[config.mk]
export PLATFORM = sky130hd
export DESIGN_NAME = dbc_ram
export DESIGN_NICKNAME = d
export VERILOG_FILES = /design/src/rtl/dbc_ram.sv
export SDC_FILE = /design/constraint.sdc
export NUM_CORES = 1
export LEC_CHECK = 0
export BUFFER_PORTS_ARGS = -buffer_cell sky130_fd_sc_hd__buf_2
export CORE_ASPECT_RATIO = 0.7
export CORE_UTILIZATION = 62
export DETAILED_ROUTE_END_ITERATION = 7
export GPL_TIMING_DRIVEN = 0
export PLACE_DENSITY = 0.89
export SLEW_MARGIN = 5
export SYNTH_ARGS = -nofsm -noshare
export SYNTH_HDL_FRONTEND = slang
export SYNTH_SLANG_ARGS = --single-unit
export TNS_END_PERCENT = 10
[constraint.sdc]
create_clock -name clk_i -period 2.2 [get_ports clk_i]
set_clock_uncertainty 0.05 [all_clocks]
set_input_delay 0.11 -clock clk_i [delete_from_list [all_inputs] [get_ports clk_i]]
set_output_delay 0.11 -clock clk_i [all_outputs]
set_load 0.02 [all_outputs]
[src/rtl/dbc_ram.sv]
// Generic single write port, single read port RAM with registered read data.
`default_nettype none
module dbc_ram #(
  parameter int WIDTH = 8,
  parameter int DEPTH = 64
) (
  input  wire logic                     clk_i,
  input  wire logic                     we_i,
  input  wire logic [$clog2(DEPTH)-1:0] waddr_i,
  input  wire logic [WIDTH-1:0]         wdata_i,
  input  wire logic [$clog2(DEPTH)-1:0] raddr_i,
  output logic      [WIDTH-1:0]         rdata_o
);
  logic [WIDTH-1:0] mem_q [DEPTH];

  always_ff @(posedge clk_i) begin
    if (we_i) begin
      mem_q[waddr_i] <= wdata_i;
    end
    rdata_o <= mem_q[raddr_i];
  end
endmodule
`default_nettype wire

==> qor.yml <==
status: "finished with violations"
violations: "setup timing"
slew_headroom: 0.141
netlist-cell-type-count: 40
hp-class: "in -> reg"
synthesis.nets: 962
clock.fmax_mhz: 446
cp.required_ps: 2540
power_frac_seq: 0.542
syn_area_per_cell_um2: 21.5
h-tree-depth: 2
fin_crit_ps: 2240
final_common_cell: "edfxtp_1"
slowest_delay_ps: 720
die_h_um: 153
layout_common_cells: "512 x edfxtp_1, 126 x mux4_2, 83 x nor2_1"
worst-path-buf-inv: 0
antenna_found_initial: 1
grt_pass1_vias: 10500
ant_nets: 0
met3_usage: 0.0870
vias_per_cell: 7.20
startpoint_type: "register"
cts_root_buf: "clkbuf_16"
cp_data_arrival_time_ps: 2580
setup_viol: 1
fin_crit_sh: 1.02
die-width_um: 218
initial_utilization: 0.639
area_delta_synth_final_pct: 10.8
cts_tree: "done"
firstDrtPassIters: 6
p_int_w: 0.0160
drc_errors: 0
setup_slack_ps: -40.7
clockPowerShare: 0.403
leakage_nw: 6.96
endpoint: "rdata_o[5]"
path_max_fanout: 1
ir_worst_vdd_uv: 904
post-dp-hpwl_um: 29900
grt_usage: 0.302
power.net_switching_w: 0.00428
post-place-ws_ps: -656
ys_ff_latch: 520
p_sw_frac: 0.211
cp_cell_sequence: "mux4_2, nor2b_1, a2111oi_1, o41ai_1"
worst_pin_slew_ps: 1290
finalHoldViolCount: 0
diodes: 0
crit_type: "reg -> reg"
crit_slowest_cell: "a2111oi_1"
holdWs_ps: 211
cp_num_cells: 4
rsz0062_at_grt: "no"
grt_max_degree: 65
layout-drive-gt1-share: 0.260
slew_violations: 0
syn-instance-count: 940
nets: 1031
fin_total_pwr_w: 0.0203
grt_busiest_layer: "met1"
wire_per_inst_um: 33.2
clock_sinks: 520
port-buffer-count: 21
finalWeightedCongestion: 0.930
cp-end-kind: "register"
clkLatencyLatePin_ps: 560
drv_cap: 0
num_vias: 10500
cts-buffers-inserted: 45
dieArea_um2: 33300
reg2reg_slack_ps: -40
wl_um: 48500
r2r_start: "mem_q[0][5]"
syn_area_um2: 20200
p_comb_frac: 0.056
cp_top_family: "compound AO/OA/AOI/OAI gates"
rows: 54
dp_cells: 1381
grtUsageMet2: 0.441
clkSlewWorstSetupHoldPaths_ps: 70
synth_edf_count: 512
ys.flop_type: "edfxtp_1"
pin_count: 30
initialDrtViolationCount: 1758
cts_buffer_depth: 3
powerDensity_nw_per_um2: 908
reg2reg_to: "rdata_o[5]"
ys_seq_area_frac: 0.770
grt_pass1_wl_um: 70700
grt_use_met1: 0.443
setup.worst_path.start: "mem_q[0][5]"
fin_util: 0.708
yosysWarnings: 0
async_flop_share: 0
reg2reg_depth: 4
core-area_um2: 31600
final_cells: 1463
overflow: 0
tightest hold or removal path, stage by stage:
cell and delay, ps:
clkbuf_1 190, nand2_1 130, nor2_1 170
layout make-up:
type / count / area [um^2]
buffer: 51 / 327
clock buffer: 53 / 1180
clock inverter: 28 / 318
fill: 1723 / 9210
multi-input combinational: 369 / 4340
sequential: 520 / 15500
tap: 420 / 526
timing repair buffer: 22 / 115
through the flow:
step / setup TNS (ps) / area [um^2]
2_1_floorplan: 0 / 20200
3_3_place_gp: -7000 / 20800
3_5_place_dp: -20640 / 20800
4_1_cts: 0 / 22300
5_1_grt: 0 / 22300
6_report: -40.7 / 22300
power groups by stage:
| stage | registers (W) | clock network [W] | logic, W |
|---|---|---|---|
| after global placement | 0.0112 | 0 | 0.00102 |
| after global routing | 0.0110 | 0.00853 | 0.00116 |
| final | 0.0110 | 0.00817 | 0.00113 |
| after detailed placement | 0.0112 | 0 | 0.00107 |
| after CTS | 0.0110 | 0.00817 | 0.00109 |
| after floorplan | 0.0112 | 0 | 0.000584 |
cell usage after synthesis, types with 11 or more instances:
cell / n / area [um^2]
nor2b_1: 14 / 87.6
edfxtp_1: 512 / 15400
nand3_1: 13 / 65.1
nor2_1: 83 / 312
clkbuf_1: 17 / 63.8
buf_4: 13 / 97.6
mux4_2: 126 / 2840
mux2i_1: 23 / 230
nand2_1: 19 / 71.3
buf_2: 11 / 55.1
mux2_2: 13 / 146
metal layers:
metal,vias up,part of all wire
li1,4053,-
met1,5340,0.36
met2,972,0.45
met3,162,0.14
met4,2,0.039
met5,-,0.00027
state kept, by name (all words and copies together), names as in the netlist:
| name | count |
|---|---|
| mem_q | 512 |
| rdata_o | 8 |
worst min-delay path by stage:
stage | from | endpoint | slack, ps | depth (start not counted)
after global placement | raddr_i[5] | rdata_o[3] | 480 | 2
after global routing | waddr_i[1] | mem_q[54][1] | 250 | 3
final | waddr_i[2] | mem_q[54][1] | 210 | 3
after CTS | waddr_i[2] | mem_q[54][1] | 200 | 3
after detailed placement | raddr_i[5] | rdata_o[3] | 470 | 2
after floorplan | wdata_i[0] | mem_q[0][0] | 160 | 0
logic make-up (layout without fill, tap and decap cells):
| logic type | after synthesis | count (layout) | synth area share |
|---|---|---|---|
| DFF | 520 | 520 | 0.770 |
| buffers and inverters | 51 | 154 | 0.0157 |
| muxes | 162 | 162 | 0.159 |
| AOI/OAI and AO/OA | 54 | 54 | 0.0207 |
| and+or+nand+nor | 153 | 153 | 0.0339 |
timing repair:
action,CTS,global route
resized for setup,4,9
hold buffers,1,0
endpoints found under the hold margin,3,0
buffers inserted,0,0
setup endpoints to repair,4,4
Note: power is estimated with default switching activity, not from simulation.
