File: src/rtl/dbc_pkg.sv
// Shared widths, register indexes and codes of the density clustering block.
`default_nettype none
package dbc_pkg;
  localparam int FEAT_W     = 16;
  localparam int IDX_W      = 6;
  localparam int CID_W      = 7;
  localparam int EPS_W      = 34;
  localparam int MINN_W     = 7;
  localparam int CFG_IDX_W  = 1;
  localparam int CFG_DATA_W = 34;
  localparam int POINT_W    = 3 * FEAT_W;

  localparam logic [CFG_IDX_W-1:0] REG_EPS  = 1'd0;
  localparam logic [CFG_IDX_W-1:0] REG_MINN = 1'd1;

  localparam logic [EPS_W-1:0]  EPS_RESET  = 34'd100;
  localparam logic [MINN_W-1:0] MINN_RESET = 7'd10;

  // Label code for a point found to be noise; zero means unvisited.
  localparam logic [CID_W-1:0] LABEL_NOISE     = 7'd127;
  localparam logic [CID_W-1:0] LABEL_UNVISITED = 7'd0;
endpackage
`default_nettype wire

File: src/rtl/dbc_dist.sv
// Two-stage squared distance unit: squares in the first stage, sum and compare in the second.
`default_nettype none
module dbc_dist #(
  parameter int TAG_W = 6
) (
  input  wire logic                        clk_i,
  input  wire logic                        rst_ni,
  input  wire logic                        valid_i,
  input  wire logic [TAG_W-1:0]            tag_i,
  input  wire logic [dbc_pkg::POINT_W-1:0] pa_i,
  input  wire logic [dbc_pkg::POINT_W-1:0] pb_i,
  input  wire logic [dbc_pkg::EPS_W-1:0]   eps_i,
  output logic                             valid_o,
  output logic                             near_o,
  output logic      [TAG_W-1:0]            tag_o,
  output logic                             busy_o
);
  localparam int FW = dbc_pkg::FEAT_W;

  logic [FW-1:0]     diff [3];
  logic [2*FW-1:0]   sq_q [3];
  logic              sq_vld_q;
  logic [TAG_W-1:0]  sq_tag_q;
  logic [dbc_pkg::EPS_W-1:0] dist_sum;

  always_comb begin
    for (int k = 0; k < 3; k++) begin
      diff[k] = (pa_i[k*FW +: FW] >= pb_i[k*FW +: FW])
              ? pa_i[k*FW +: FW] - pb_i[k*FW +: FW]
              : pb_i[k*FW +: FW] - pa_i[k*FW +: FW];
    end
    dist_sum = dbc_pkg::EPS_W'(sq_q[0]) + dbc_pkg::EPS_W'(sq_q[1])
             + dbc_pkg::EPS_W'(sq_q[2]);
  end

  always_ff @(posedge clk_i or negedge rst_ni) begin
    if (!rst_ni) begin
      sq_vld_q <= 1'b0;
      valid_o  <= 1'b0;
    end else begin
      sq_vld_q <= valid_i;
      valid_o  <= sq_vld_q;
    end
  end

  always_ff @(posedge clk_i) begin
    for (int k = 0; k < 3; k++) begin
      sq_q[k] <= (2*FW)'(diff[k]) * (2*FW)'(diff[k]);
    end
    sq_tag_q <= tag_i;
    tag_o    <= sq_tag_q;
    near_o   <= (dist_sum <= eps_i);
  end

  assign busy_o = sq_vld_q | valid_o;
endmodule
`default_nettype wire

File: config.mk
export PLATFORM = sky130hd
export DESIGN_NAME = dbc_dist
export DESIGN_NICKNAME = d
export VERILOG_FILES = /design/src/rtl/dbc_pkg.sv /design/src/rtl/dbc_dist.sv
export SDC_FILE = /design/constraint.sdc
export NUM_CORES = 2
export LEC_CHECK = 0
export BUFFER_PORTS_ARGS = -buffer_cell sky130_fd_sc_hd__buf_4
export CAP_MARGIN = 20
export CORE_UTILIZATION = 65
export DETAILED_ROUTE_END_ITERATION = 10
export PLACE_DENSITY = 0.89
export SLEW_MARGIN = 20
export SYNTH_ARGS = -nofsm -noshare
export SYNTH_HDL_FRONTEND = slang
export SYNTH_SLANG_ARGS = --single-unit
File: constraint.sdc
create_clock -name clk_i -period 11.8 [get_ports clk_i]
set_input_delay 0.59 -clock clk_i [delete_from_list [all_inputs] [get_ports clk_i]]
set_output_delay 0.59 -clock clk_i [all_outputs]
set_load 0.01 [all_outputs]
==> key figures <==
Global routing
  • Via count of the first global-routing pass: 27503
  • Met1 layer usage reported by global route: 39.3%
  • Aggregate global routing overflow: 0
  • Met3 track demand over resource in global routing: 5.78%
  • Met2 track utilization from global routing: 56.4%
  • Antenna violations before repair: 0
  • Global routing's busiest layer: met2
  • All-layer global routing usage: 32.1%
  • Maximum number of pins on one net before global-route repair: 27
  • Wire length of the first global-routing pass: 130 mm

Synth
  • Cell area after synthesis: 31600 µm²
  • Average footprint of a synthesized cell: 8.63 µm²
  • #FFs+latches synth: 108
  • Area share of the largest cell type after synthesis: 33.3%
  • Fraction of registers with async set or reset after synthesis: 1.85%
  • Most used flip-flop cell after synthesis: sky130_fd_sc_hd__dfxtp_1
  • Cell with the most instances after synthesis: sky130_fd_sc_hd__inv_1
  • Most area-hungry cell type in the Yosys netlist: sky130_fd_sc_hd__fa_1
  • Synth warnings: 0
  • Number of flops mapped to enable cells by yosys: 0
  • Part of the Yosys area used for sequential elements: 6.87%
  • Synth Instances: 3664
  • Yosys cell types: 103
  • Top post-synthesis cells by area: sky130_fd_sc_hd__fa_1, sky130_fd_sc_hd__ha_1, sky130_fd_sc_hd__inv_1
  • Leading post-synthesis cells by instance count: sky130_fd_sc_hd__inv_1, sky130_fd_sc_hd__fa_1, sky130_fd_sc_hd__ha_1, sky130_fd_sc_hd__nor2_1, sky130_fd_sc_hd__nand2_1

Die
  • Die Span Y: 223 µm
  • Overall die width: 223 µm
  • I/O pin count: 148
  • Core region area: 47800 µm²
  • Number of rows created at floorplan: 80
  • Initial core utilization: 66.1%
  • Overall die area: 49500 µm²

Worst setup path
  • Slowest library cell on the worst path: sky130_fd_sc_hd__a21oi_2
  • Origin of the critical flop-to-flop path: sq_q[0][68]$_DFF_P_
  • Worst setup path start: pa_i[0]
  • Largest incremental delay on the critical path: 0.82 ns
  • Worst setup path endpoint: sq_q[0][28]$_DFF_P_
  • Critical path fanouts, max: 20
  • Endpoint required time on the critical path: 12.05 ns
  • Number of cells on the worst reg-to-reg path: 21
  • Capture point of the worst reg-to-reg path: near_o$_DFF_P_
  • Setup slack on the worst flop-to-flop path: 6.05 ns
  • Element type at the critical path end: flip-flop
  • Crit path top cell by count: sky130_fd_sc_hd__fa_1
  • Data arrival time at the worst-slack endpoint: 10.12 ns
  • Critical path class: in -> reg
  • Kind of start point of the critical path: input pin

Routing
  • Total detailed-routing wirelength: 76.7 mm
  • Number of remaining DRC errors: 0
  • Post-route antenna net violation count: 0
  • Vias per cell: 5.89
  • Total number of vias: 25759
  • Detailed Route Iter0 Violations: 2169
  • First-pass iteration count of the detailed router: 6
  • Routed wire length per instance: 17.5 µm

Layout
  • Final Net Count: 4867
  • Filler Cell Count: 3528
  • Area of combinational cells with multiple inputs: 25800 µm²
  • Final instance area: 33500 µm²
  • Diodes inserted: 0
  • Fraction of final layout cells sized beyond drive strength 1: 7.50%
  • Area growth from synthesis to layout: 6.11%
  • Register cell area after layout: 2170 µm²

Clocking
  • Clock buffer count from CTS: 9
  • Number of sinks on the clock net: 108
  • CTS max path bufs: 2
  • Post-cts sizing count: 0
  • CTS tree: built
  • Clock transition at the register clock pins on the worst setup and hold paths after CTS: 0.07 ns
  • Clock latency of the later-clocked register in the worst-skew pair: 0.36 ns
  • Root cell of the clock tree: sky130_fd_sc_hd__clkbuf_16
  • Hold buffers post-CTS: 1
  • Setup Buffers After CTS: 0
  • H-tree level count: 3

STA
  • Slew margin rel.: 23.0%
  • Final number of max-transition violations: 0
  • Final Hold Fails: 0
  • Unrepaired setup endpoints after global routing: no
  • Transition time at the pin with the least slew margin: 1.15 ns
  • Setup TNS: 0 ns
  • Clock tree skew after final layout: 0.00736 ns
  • Fmax: 101 MHz
  • Final period util: 83.6%
  • Setup violation total in the final timing report: 0
  • Final Critical Period: 9.87 ns

Min path
  • WHS Path Cells: 0
  • Worst hold-check path type: reg -> reg

Placed design
  • Global placer's final weighted congestion: 0.963
  • Number of port buffers: 147
  • Half-perimeter wire length of the detailed placement result: 65.0 mm
  • Placed Instance Area: 33200 µm²

Run
  • Number of max-capacitance violations reported: 0

Run status
  • Run status: completed
==> critical path, delay by kind of cell <==
family | cells | cell delay, ns
AOI/OAI and AO/OA | 11 | 3.36
adders and majority gates | 8 | 3.81
buffers and inverters | 7 | 0.67
xor gates and xnor gates | 1 | 0.79
and+or+nand+nor | 5 | 0.89
==> through the flow <==
step / worst slack [ns] / hold WS [ns] / instances / util (%)
detailed placement: 1.63 / 0.313 / 4357 / 69.4
global route: 1.42 / 0.324 / 4374 / 70.1
finish: 1.93 / 0.328 / 4374 / 70.1
CTS: 1.98 / 0.325 / 4374 / 70.1
floorplan: 3.36 / 0.294 / 3665 / -
global placement: 2.03 / 0.310 / 4357 / 69.4
==> worst min path at each step <==
stage	from	endpoint	slack, ns
4_1_cts	tag_i[0]	sq_tag_q[0]$_DFF_P_	0.32
5_1_grt	tag_i[0]	sq_tag_q[0]$_DFF_P_	0.32
6_report	sq_tag_q[1]$_DFF_P_	tag_o[1]$_DFF_P_	0.33
2_1_floorplan	rst_ni	sq_vld_q$_DFF_PN0_	0.29
3_5_place_dp	sq_tag_q[1]$_DFF_P_	tag_o[1]$_DFF_P_	0.31
3_3_place_gp	sq_tag_q[2]$_DFF_P_	tag_o[2]$_DFF_P_	0.31
==> cell type report <==
cell class,count,area share (%)
Timing Repair Buffer,173,3.88
Clock buffer,9,0.672
Tap cell,615,2.29
Inverter,848,9.49
Clock inverter,7,0.239
Multi-Input combinational cell,2614,76.9
Sequential cell,108,6.48
==> routing by layer <==
metal	vias to the layer above	wire length (µm)
li1	11780	-
met1	12536	29200
met2	1161	38100
met3	282	6530
met4	0	2900
met5	-	0
==> placed cells by master, fill, tap and decap left out, types with 44 or more instances in the layout <==
master / n
sky130_fd_sc_hd__a21oi_1: 180
sky130_fd_sc_hd__nor3_1: 55
sky130_fd_sc_hd__ha_1: 449
sky130_fd_sc_hd__buf_4: 172
sky130_fd_sc_hd__fa_1: 525
sky130_fd_sc_hd__o21ai_0: 83
sky130_fd_sc_hd__inv_1: 826
sky130_fd_sc_hd__xnor2_1: 107
sky130_fd_sc_hd__dfxtp_1: 106
sky130_fd_sc_hd__a21o_1: 86
sky130_fd_sc_hd__nor2_1: 297
sky130_fd_sc_hd__nand2b_1: 44
sky130_fd_sc_hd__nand2_1: 276
==> flip-flops by register name (all words and copies together), names as in the netlist <==
name,count
tag_o,6
near_o,1
sq_vld_q,1
sq_tag_q,6
sq_q,93
valid_o,1
==> kinds of logic (layout without fill, tap and decap cells) <==
group           count (synthesis)  after routing  synth area share [%]
mux                            23             23                 0.752
fa+ha+maj                     974            974                  51.0
buf+inv                       943           1037                  11.6
other cells                     2              3                0.0238
xor+xnor                      163            163                  4.87
simple gates                  851            851                  12.2
compound gates                600            600                  12.7
flops                         108            108                  6.87
Power is not shown: default switching activity piles up to over one toggle a cycle in this logic, so the estimate is an artifact.
